`config.mk`:
```
export PLATFORM = sky130hd
export DESIGN_NAME = scp_cfg
export DESIGN_NICKNAME = d
export VERILOG_FILES = /design/src/rtl/scp_pkg.sv /design/src/rtl/scp_cfg.sv
export SDC_FILE = /design/constraint.sdc
export NUM_CORES = 1
export LEC_CHECK = 0
export BUFFER_PORTS_ARGS = -buffer_cell sky130_fd_sc_hd__buf_2
export CAP_MARGIN = 15
export CELL_PAD_IN_SITES_DETAIL_PLACEMENT = 0
export CELL_PAD_IN_SITES_GLOBAL_PLACEMENT = 1
export CORE_MARGIN = 2
export CORE_UTILIZATION = 35
export DETAILED_ROUTE_END_ITERATION = 7
export PLACE_DENSITY_LB_ADDON = 0.2
export SYNTH_ARGS = -nofsm -noshare
export SYNTH_HDL_FRONTEND = slang
export SYNTH_SLANG_ARGS = --single-unit
export TNS_END_PERCENT = 5
```
`constraint.sdc`:
```
create_clock -name i_clk -period 1.85 [get_ports i_clk]
set_input_delay 0.0925 -clock i_clk [delete_from_list [all_inputs] [get_ports i_clk]]
set_output_delay 0.0925 -clock i_clk [all_outputs]
set_load 0.1 [all_outputs]
```
`src/rtl/scp_pkg.sv`:
```
// ----------------------------------------------------------------------------
// scp_pkg
// Shared types and constants for the strip chart sample plotter.
// ----------------------------------------------------------------------------
package scp_pkg;

    localparam int STORE_DEPTH = 256;
    localparam int PTR_W       = $clog2(STORE_DEPTH);
    localparam int SAMPLE_W    = 16;
    localparam int COORD_W     = 10;
    localparam int PIXX_W      = 11;
    localparam int COL_W       = 8;
    localparam int CCNT_W      = 9;
    localparam int SCROLL_W    = 8;
    localparam int APB_AW      = 5;
    localparam int APB_DW      = 32;

    typedef enum logic {
        CMD_ADD    = 1'b0,
        CMD_RENDER = 1'b1
    } t_cmd;

    typedef enum logic [1:0] {
        STYLE_DOT  = 2'd0,
        STYLE_LINE = 2'd1,
        STYLE_FILL = 2'd2
    } t_style;

    typedef enum logic [2:0] {
        REG_ORIGIN_X  = 3'd0,
        REG_BASE_Y    = 3'd1,
        REG_WIN_H     = 3'd2,
        REG_COL_CNT   = 3'd3,
        REG_CLIP_MIN  = 3'd4,
        REG_CLIP_MAX  = 3'd5,
        REG_STYLE     = 3'd6,
        REG_SCROLL    = 3'd7
    } t_reg_idx;

    typedef struct packed {
        t_cmd                        cmd;
        logic signed [SAMPLE_W-1:0]  sample_value;
        logic [COL_W-1:0]            column_index;
    } t_in_item;

    typedef struct packed {
        logic [PIXX_W-1:0]  pixel_x;
        logic [COORD_W-1:0] pixel_y;
        logic [COORD_W-1:0] span_base_y;
        logic               draw_kind;
    } t_out_item;

    typedef struct packed {
        logic [COORD_W-1:0]         plot_origin_x;
        logic [COORD_W-1:0]         plot_base_y;
        logic [COORD_W-1:0]         window_height;
        logic [CCNT_W-1:0]          column_count;
        logic signed [SAMPLE_W-1:0] clip_min;
        logic signed [SAMPLE_W-1:0] clip_max;
        logic [1:0]                 plot_style;
        logic [SCROLL_W-1:0]        scroll_offset;
    } t_cfg;

endpackage

```
`src/rtl/scp_cfg.sv`:
```
// ----------------------------------------------------------------------------
// scp_cfg
// APB register file holding the plot configuration.
// ----------------------------------------------------------------------------
module scp_cfg (
    input  logic                      i_clk,
    input  logic                      i_rst_n,
    input  logic                      psel,
    input  logic                      penable,
    input  logic                      pwrite,
    input  logic [scp_pkg::APB_AW-1:0] paddr,
    input  logic [scp_pkg::APB_DW-1:0] pwdata,
    output logic [scp_pkg::APB_DW-1:0] prdata,
    output logic                      pready,
    output scp_pkg::t_cfg             o_cfg
);
    import scp_pkg::*;

    t_cfg     r_cfg;
    t_reg_idx w_idx;
    logic     w_wr;

    assign w_idx  = t_reg_idx'(paddr[APB_AW-1:2]);
    assign w_wr   = psel && penable && pwrite;
    assign pready = 1'b1;
    assign o_cfg  = r_cfg;

    always_ff @(posedge i_clk) begin
        if (!i_rst_n) begin
            r_cfg.plot_origin_x <= '0;
            r_cfg.plot_base_y   <= '0;
            r_cfg.window_height <= COORD_W'(255);
            r_cfg.column_count  <= CCNT_W'(256);
            r_cfg.clip_min      <= '0;
            r_cfg.clip_max      <= SAMPLE_W'(255);
            r_cfg.plot_style    <= STYLE_DOT;
            r_cfg.scroll_offset <= '0;
        end else if (w_wr) begin
            unique case (w_idx)
                REG_ORIGIN_X: r_cfg.plot_origin_x <= pwdata[COORD_W-1:0];
                REG_BASE_Y:   r_cfg.plot_base_y   <= pwdata[COORD_W-1:0];
                REG_WIN_H:    r_cfg.window_height <= pwdata[COORD_W-1:0];
                REG_COL_CNT:  r_cfg.column_count  <= pwdata[CCNT_W-1:0];
                REG_CLIP_MIN: r_cfg.clip_min      <= pwdata[SAMPLE_W-1:0];
                REG_CLIP_MAX: r_cfg.clip_max      <= pwdata[SAMPLE_W-1:0];
                REG_STYLE:    r_cfg.plot_style    <= pwdata[1:0];
                REG_SCROLL:   r_cfg.scroll_offset <= pwdata[SCROLL_W-1:0];
                default: ;
            endcase
        end
    end

    always_comb begin
        unique case (w_idx)
            REG_ORIGIN_X: prdata = APB_DW'(r_cfg.plot_origin_x);
            REG_BASE_Y:   prdata = APB_DW'(r_cfg.plot_base_y);
            REG_WIN_H:    prdata = APB_DW'(r_cfg.window_height);
            REG_COL_CNT:  prdata = APB_DW'(r_cfg.column_count);
            REG_CLIP_MIN: prdata = APB_DW'(r_cfg.clip_min);
            REG_CLIP_MAX: prdata = APB_DW'(r_cfg.clip_max);
            REG_STYLE:    prdata = APB_DW'(r_cfg.plot_style);
            REG_SCROLL:   prdata = APB_DW'(r_cfg.scroll_offset);
            default:      prdata = '0;
        endcase
    end

endmodule

```
==> results of run 1 <==
## cells by family after synthesis
logic type	share of synthesized area, %
DFF	40.8
and+or+nand+nor	21.3
muxes	9.86
AOI/OAI and AO/OA	19.4
buffers and inverters	8.48
other	0.0944
## stage by stage
| stage | setup TNS, ps | utilization, % |
|---|---|---|
| global placement | 0 | 48.9 |
| floorplan | -5890 | - |
| CTS | 0 | 52.6 |
| detailed placement | 0 | 48.9 |
| finish | 0 | 52.6 |
| global route | 0 | 52.6 |
## per-layer routing
layer	vias up	track usage (%)	wire length [um]
met5	-	0	0
met4	0	6.33	172
met3	12	4.12	675
met2	108	31.6	5820
met1	1815	30.6	6470
li1	1827	-	-
## worst paths after layout
check | cells after the start | startpoint | end
max | 7 | paddr[3] | prdata[2]
min | 3 | pwdata[14] | o_cfg[24]
max reg2reg | 2 | o_cfg[68] | o_cfg[68]
min reg2reg | 2 | o_cfg[23] | o_cfg[23]
## layout make-up
class | instances | area (um^2)
Clock inverter | 5 | 101
Sequential cell | 81 | 1650
Multi-Input combinational cell | 330 | 2150
Inverter | 9 | 33.8
Clock buffer | 11 | 243
Tap cell | 140 | 175
Timing Repair Buffer | 159 | 1410
Fill cell | 1058 | 5180
## timing repair
item                       4_1_cts  5_1_grt
hold buffers                     4        0
gates resized for setup          1        1
setup buffers                    1        0
setup endpoints to repair       18        1
hold endpoints to repair         4        0
pin swaps                        1        0
## critical path, cell delays in order
cell and delay, ps:
buf_2 280, buf_4 330, mux2i_1 110, o2bb2ai_1 290, nand2_1 140, a31oi_4 230, buf_12 200
## synthesized netlist by cell type (all sizes together) (2+ instances only)
library cell | n | area (um^2)
nand2 | 90 | 338
dfxtp | 81 | 1620
a21boi | 41 | 308
o21ai | 39 | 195
buf | 38 | 254
mux2i | 38 | 380
nor2b | 32 | 200
nor2 | 27 | 139
clkbuf | 13 | 48.8
nand3 | 12 | 60.1
inv | 9 | 33.8
a31oi | 6 | 37.5
o211ai | 6 | 45.0
o2bb2ai | 6 | 52.6
a21oi | 5 | 25.0
a221oi | 3 | 26.3
a22oi | 3 | 22.5
nand2b | 3 | 18.8
or3 | 3 | 18.8
a222oi | 2 | 20.0
and3 | 2 | 12.5
o22ai | 2 | 12.5
## power breakdown
group          total (mW)  switching (mW)  leakage (nW)  internal [mW]
Combinational       0.700           0.484          1.62          0.216
Clock                2.08           0.730         0.170           1.35
Sequential           1.77          0.0122         0.658           1.76
==> results.txt, run 1 <==
final worst-path cycle share = 96.5%
hold_ws = 8.96 ps
Req. time, crit path = 1760 ps
Total Power = 4.55 mW
crit path time final = 1790 ps
max-slew violations = 0
slew of the pin with the lowest slew margin = 751 ps
Pre-Repair DR Iteration Count = 5
WP data arrival = 1690 ps
Leak Pwr = 2.44 nW
total CTS buffers = 9
setup violators final = 0
register area share after synthesis = 40.8%
fmax = 560 MHz
Final ANT Viol Nets = 0
Total Wirelength = 13.1 mm
Cells after Synth = 471
wire length per cell after detailed routing = 17.9 um
crit path kind = input pin to primary output
Die Y = 111 um
Setup crit end kind = primary output
Reg clk slew, reported paths = 60 ps
Most used DFF post-synth = dfxtp_1
max reg flops = 81
TritonCTS clock tree = built
Vias/cell = 5.12
Final Hold Vio Count = 0
GRT Util Overall = 21.1%
pre-CTS setup slack = 103 ps
gr ovfl total = 0
VDD IR max = 0.000379 V
Finished Cell Area = 5760 um^2
Die ar. = 12200 um^2
status = complete, no violations
Rel. slew slack = 49.9%
max cap viols = 0
first-pass GRT wire length = 20.4 mm
CP max FO = 18
clock skew = 0 ps
fraction of layout cells with a size suffix above 1 = 35.8%
first-iteration detailed-routing DRC count = 216
Avg Inst Size Synth = 8.43 um^2
Synth async-reset ratio = 0%
Power Dens Cells = 791 nW/um^2
I/O pin count = 156
commonest non-fill, non-tap cell in the layout = buf_2
port bufs = 136
post-synthesis cell area = 3970 um^2
Max clock buf depth = 2
FP Rows = 38
drt drc = 0
Core Box Area = 10900 um^2
Yosys Warn Count = 0
hpwl dp = 9.45 mm
area of placed instances = 5340 um^2
worst skew pair latency = 340 ps
leading cell types in the layout, fill and taps excluded = buf_2 (104), nand2_1 (90), dfxtp_1 (64)
Yosys cell types = 38
GPL Wtd Cong = 0.844
Setup WS post-layout = 64.6 ps
Antenna diodes = 0
initial antenna violation count = 0
R2R setup slack = 1140 ps
CTS root buffer = clkbuf_16
pin count of the biggest net entering global routing = 82
CTS H-tree lvls = 3
CP Launch Type = input pin
Worst Hold Class = input pin to flop
detailed-route via count = 3762
Post-synth EDFFs = 0
syn nets = 513
# nets final = 632
synthesis-to-finish area growth = 45.0%
Initial Util = 36.3%
Final Non-Filler Cells = 735
placed insts = 714
CTS sink count = 81
Die Wd = 111 um
number of global-route vias before repair = 3511
#FFs+latches synth = 81
unrepaired setup endpoints after global routing = no
No activity file was read; power rests on OpenSTA's default activity.
==> run 2, diff against run 1 <==
--- a/config.mk
+++ b/config.mk
@@ -12,7 +12,7 @@
 export CORE_MARGIN = 2
 export CORE_UTILIZATION = 35
 export DETAILED_ROUTE_END_ITERATION = 7
-export PLACE_DENSITY_LB_ADDON = 0.2
+export PLACE_DENSITY_LB_ADDON = 0.15
 export SYNTH_ARGS = -nofsm -noshare
 export SYNTH_HDL_FRONTEND = slang
 export SYNTH_SLANG_ARGS = --single-unit
==> run 2 against run 1 <==
Compared with the run above: critical path depth is 1 lower; final area shrank 0.70%; largest power group unchanged; clock skew stayed put; core utilization decreased by 0.37 points; clock-buffer cell count down 1; sequential power about the same; non-clock buffer count increased by 6; sequential share of layout area grew 0.20 points; global-route usage is essentially flat.
==> results.txt, run 2 (same netlist as run 1, synthesis figures left out) <==
Setup WS post-layout = 86.2 ps (+21.6 ps)
setup violators final = 0 (unchanged)
pin count of the biggest net entering global routing = 82 (unchanged)
area of placed instances = 5360 um^2 (+0.23%)
hold_ws = 7.59 ps (-1.37 ps)
clock skew = 0 ps (unchanged)
crit path kind = flop to primary output
port bufs = 136 (unchanged)
fmax = 567 MHz (+1.2%)
fraction of layout cells with a size suffix above 1 = 37.1% (+1.3 points)
VDD IR max = 0.000376 V (-0.81%)
first-iteration detailed-routing DRC count = 254 (+18%)
WP data arrival = 1670 ps (-20 ps)
Finished Cell Area = 5720 um^2 (-0.70%)
TritonCTS clock tree = built
Die ar. = 12200 um^2 (unchanged)
number of global-route vias before repair = 3571 (+1.7%)
commonest non-fill, non-tap cell in the layout = buf_2
leading cell types in the layout, fill and taps excluded = buf_2 (103), nand2_1 (90), dfxtp_1 (64)
GRT Util Overall = 21.1% (+0.033 points)
Max clock buf depth = 2 (unchanged)
Antenna diodes = 0 (unchanged)
fin util = 52.3% (-0.37 points)
# nets final = 638 (+0.95%)
CP max FO = 3 (-15)
status = complete, no violations
CTS sink count = 81 (unchanged)
drt drc = 0 (unchanged)
Die Y = 111 um (unchanged)
Final Hold Vio Count = 0 (unchanged)
Setup crit end kind = primary output
unrepaired setup endpoints after global routing = yes
Rel. slew slack = 49.8% (-0.13 points)
Vias/cell = 5.00 (-2.3%)
Pre-Repair DR Iteration Count = 4 (-1)
I/O pin count = 156 (unchanged)
FP Rows = 38 (unchanged)
Final ANT Viol Nets = 0 (unchanged)
hpwl dp = 9.62 mm (+1.8%)
Initial Util = 36.3% (unchanged)
slew of the pin with the lowest slew margin = 753 ps (+1.92 ps)
setup TNS = 0 ps (unchanged)
Power Dens Cells = 762 nW/um^2 (-3.7%)
Core Box Area = 10900 um^2 (unchanged)
CP Launch Type = flop
synthesis-to-finish area growth = 44.0%
detailed-route via count = 3705 (-1.5%)
gr ovfl total = 0 (unchanged)
Worst Hold Class = input pin to flop
Req. time, crit path = 1760 ps (about the same)
Reg clk slew, reported paths = 60 ps (about the same)
max cap viols = 0 (unchanged)
CTS H-tree lvls = 3 (unchanged)
max reg flops = 81 (unchanged)
first-pass GRT wire length = 20.3 mm (-0.20%)
pre-CTS setup slack = 80.7 ps (-22.6 ps)
total CTS buffers = 9 (unchanged)
GPL Wtd Cong = 0.865 (+2.4%)
Die Wd = 111 um (unchanged)
CTS root buffer = clkbuf_16
max-slew violations = 0 (unchanged)
worst skew pair latency = 330 ps (about the same)
initial antenna violation count = 0 (unchanged)
final worst-path cycle share = 95.3% (-1.2 points)
wire length per cell after detailed routing = 17.6 um (-1.7%)
crit path time final = 1760 ps (-21.6 ps)
Total Wirelength = 13.0 mm (-0.94%)
Leak Pwr = 2.45 nW (+0.15%)
-- run 2: cell count changes in the layout (fill, tap and decap cells not counted), sizes merged --
cell,before,now
buf,155,163
dlygate4sd3,4,1
clkinv,1,3
bufinv,3,2
-- run 2: stage by stage --
stage          power (mW)  instances
6_report             4.36        741
5_1_grt              4.50        741
4_1_cts              4.38        741
3_5_place_dp         2.50        723
3_3_place_gp         2.50        723
2_1_floorplan        2.28        471
-- run 2: worst paths after layout --
| check | from | to | slack, ps | cells after the start |
|---|---|---|---|---|
| max | o_cfg[3] | prdata[3] | 90 | 6 |
| min | pwdata[13] | o_cfg[23] | 8 | 3 |
| max reg2reg | o_cfg[26] | o_cfg[26] | 1140 | 2 |
| min reg2reg | o_cfg[20] | o_cfg[20] | 470 | 2 |
-- run 2: area by class of cell --
type / count / area (um^2)
Fill cell: 1042 / 5220
Multi-Input combinational cell: 330 / 2150
Sequential cell: 81 / 1650
Timing Repair Buffer: 165 / 1400
Clock buffer: 10 / 229
Tap cell: 140 / 175
Clock inverter: 6 / 81.3
Inverter: 9 / 33.8
-- run 2: repair_timing --
action / CTS / global route
cloned: 0 / 0
endpoints found under the setup margin: 18 / 3
pin swaps: 1 / 2
buffers inserted: 1 / 0
endpoints found under the hold margin: 1 / 0
resized for setup: 2 / 6
hold buffers: 1 / 0
-- run 2: power breakdown --
group          switching [mW]  internal (mW)
Clock                   0.712           1.18
Sequential             0.0125           1.76
Combinational           0.481          0.217
Total                    1.21           3.15
-- run 2: critical path, stage by stage (launching register included) --
cell and delay, ps:
dfxtp_1 320, and3_1 140, a21o_1 170, a221oi_2 320, buf_4 180, nor2_4 30
buf_6 180
-- run 2: per-layer routing --
layer | routed length (um) | vias up | GRT usage [%]
met3 | 753 | 9 | 4.34
met1 | 6340 | 1733 | 30.8
met4 | 78 | 0 | 5.25
li1 | - | 1845 | -
met2 | 5840 | 118 | 32.0
met5 | 0 | - | 0
==> run 3, diff against run 2 <==
--- a/config.mk
+++ b/config.mk
@@ -10,7 +10,7 @@
 export CELL_PAD_IN_SITES_DETAIL_PLACEMENT = 0
 export CELL_PAD_IN_SITES_GLOBAL_PLACEMENT = 1
 export CORE_MARGIN = 2
-export CORE_UTILIZATION = 35
+export CORE_UTILIZATION = 38
 export DETAILED_ROUTE_END_ITERATION = 7
 export PLACE_DENSITY_LB_ADDON = 0.15
 export SYNTH_ARGS = -nofsm -noshare
==> constraint.sdc (replaced) <==
create_clock -name i_clk -period 2.2 [get_ports i_clk]
set_input_delay 0.11 -clock i_clk [delete_from_list [all_inputs] [get_ports i_clk]]
set_output_delay 0.11 -clock i_clk [all_outputs]
set_load 0.1 [all_outputs]
==> run 3 against run 2 <==
Compared with the run above: hold slack gained 32 ps; sequential cell count is the same; non-clock buffer count shrank 7; core utilization shrank 2.2 points; sequential power shrank 16%; total power shrank 21%; largest power group is now sequential cells.
==> results.txt, run 3 (same netlist as run 1, synthesis figures left out) <==
status = complete, no violations
Final ANT Viol Nets = 0 (unchanged)
Req. time, crit path = 2090 ps (+330 ps)
final worst-path cycle share = 86.7%
synthesis-to-finish area growth = 29.1%
Pre-Repair DR Iteration Count = 4 (unchanged)
area of placed instances = 4810 um^2 (-10%)
Vias/cell = 5.12 (+2.3%)
Die Wd = 106 um (-3.9%)
fraction of layout cells with a size suffix above 1 = 31.5% (-5.6 points)
CP Launch Type = flop
CP max FO = 3 (unchanged)
Critical Path Max Stage Delay = 440 ps (+120 ps)
Antenna diodes = 0 (unchanged)
# nets final = 631 (-1.1%)
Final Hold Vio Count = 0 (unchanged)
Max clock buf depth = 2 (unchanged)
max cap viols = 0 (unchanged)
TritonCTS clock tree = built
number of global-route vias before repair = 3505 (-1.8%)
GPL Wtd Cong = 0.810 (-6.4%)
Initial Util = 38.8% (+2.5 points)
ordered cell list for the critical path = mux2i_1, a221oi_1, a31oi_1, a21oi_2, buf_2
fin util = 50.1% (-2.2 points)
hpwl dp = 8.99 mm (-6.5%)
Crit. path cell count = 5 (-1)
WP data arrival = 1800 ps (+130 ps)
delay-heaviest family, CP = compound AO/OA/AOI/OAI gates
CTS sink count = 81 (unchanged)
Setup crit end kind = primary output
Total Power = 3.45 mW (-21%)
port bufs = 136 (unchanged)
Resized Gates After CTS = 0 (-2)
FP Rows = 37 (-2.6%)
unrepaired setup endpoints after global routing = no
setup violators final = 0 (unchanged)
area of the multi-input gates = 2070 um^2 (-3.8%)
drt drc = 0 (unchanged)
setup TNS = 0 ps (unchanged)
max reg flops = 81 (unchanged)
clock skew = 0 ps (unchanged)
Die Y = 106 um (-3.9%)
CTS H-tree lvls = 3 (unchanged)
Die ar. = 11300 um^2 (-7.6%)
CTS root buffer = clkbuf_8
Worst Hold Class = input pin to flop
Finished Cell Area = 5130 um^2 (-10%)
commonest non-fill, non-tap cell in the layout = buf_2
Fillers = 1016 (-2.5%)
pin count of the biggest net entering global routing = 46 (-44%)
pre-CTS setup slack = 384 ps (+303 ps)
Setup WS post-layout = 292 ps (+206 ps)
Reg area = 1620 um^2 (-1.4%)
Leak Pwr = 2.30 nW (-5.9%)
GRT Util Overall = 22.3% (+1.2 points)
worst skew pair latency = 350 ps (+20 ps)
fmax = 524 MHz
hold depth = 3 (unchanged)
initial antenna violation count = 0 (unchanged)
FF-to-FF path depth = 2 (unchanged)
VDD IR max = 0.000289 V (-23%)
Reg clk slew, reported paths = 80 ps (+20 ps)
Total Wirelength = 12.6 mm (-3.3%)
first-pass GRT wire length = 19.4 mm (-4.4%)
slew of the pin with the lowest slew margin = 669 ps (-83.9 ps)
Power Dens Cells = 673 nW/um^2 (-12%)
leading cell types in the layout, fill and taps excluded = buf_2 (129), nand2_1 (90), dfxtp_1 (81)
max-slew violations = 0 (unchanged)
wire length per cell after detailed routing = 17.2 um (-1.9%)
detailed-route via count = 3734 (+0.78%)
crit path time final = 1910 ps
post-CTS setup buffers = 0 (-1)
CP Buf/Inv Count = 1 (-1)
I/O pin count = 156 (unchanged)
Core Box Area = 10200 um^2 (-6.4%)
crit path kind = flop to primary output
gr ovfl total = 0 (unchanged)
total CTS buffers = 9 (unchanged)
slowest CP cell = buf_2
first-iteration detailed-routing DRC count = 219 (-14%)
Rel. slew slack = 55.3% (+5.4 points)
==> run 3: metal layers <==
layer  wire, um  share of wire [%]  global-route usage (%)  up-vias
met1       6180                 49                    33.2     1763
met4        246                2.0                    8.36        0
met5          0                  0                       0        -
met2       5470                 43                    32.4      130
li1           -                  -                       -     1824
met3        683                5.4                    3.25       17
==> run 3: path summary, 6_finish.rpt <==
path / startpoint / end / slack, ps
hold / removal: pwdata[9] / o_cfg[35] / 40
setup / recovery: o_cfg[9] / prdata[1] / 290
setup reg to reg: o_cfg[7] / o_cfg[7] / 1450
hold reg to reg: o_cfg[21] / o_cfg[21] / 480
==> run 3: report_power, final <==
part	switching, mW	leakage, nW	total (mW)	internal, mW
Combinational	0.391	1.52	0.545	0.154
Sequential	0.0103	0.654	1.49	1.48
Clock	0.551	0.130	1.42	0.866
Total	0.952	2.30	3.45	2.50
==> run 3: stage by stage <==
stage / cells / hold slack [ps]
after global routing: 730 / 43.8
after floorplan: 471 / 234
after CTS: 730 / 27.6
after global placement: 708 / 360
final: 730 / 39.7
after detailed placement: 708 / 369
==> run 3: worst register-to-register path: cells and delay by family (launching register included) <==
kind	cells	cell delay (ps)
flip-flops	1	390
AO/OA/AOI/OAI	2	290
==> run 3: timing repair <==
item,4_1_cts,5_1_grt
hold buffers,6,0
endpoints found under the setup margin,0,0
endpoints found under the hold margin,6,0
==> run 3: cell type report <==
type / instances / area share (%)
Clock buffer: 10 / 2.49
Inverter: 9 / 0.659
Tap cell: 136 / 3.32
Sequential cell: 81 / 31.6
Clock inverter: 6 / 2.54
Timing Repair Buffer: 158 / 19.1
Multi-Input combinational cell: 330 / 40.3
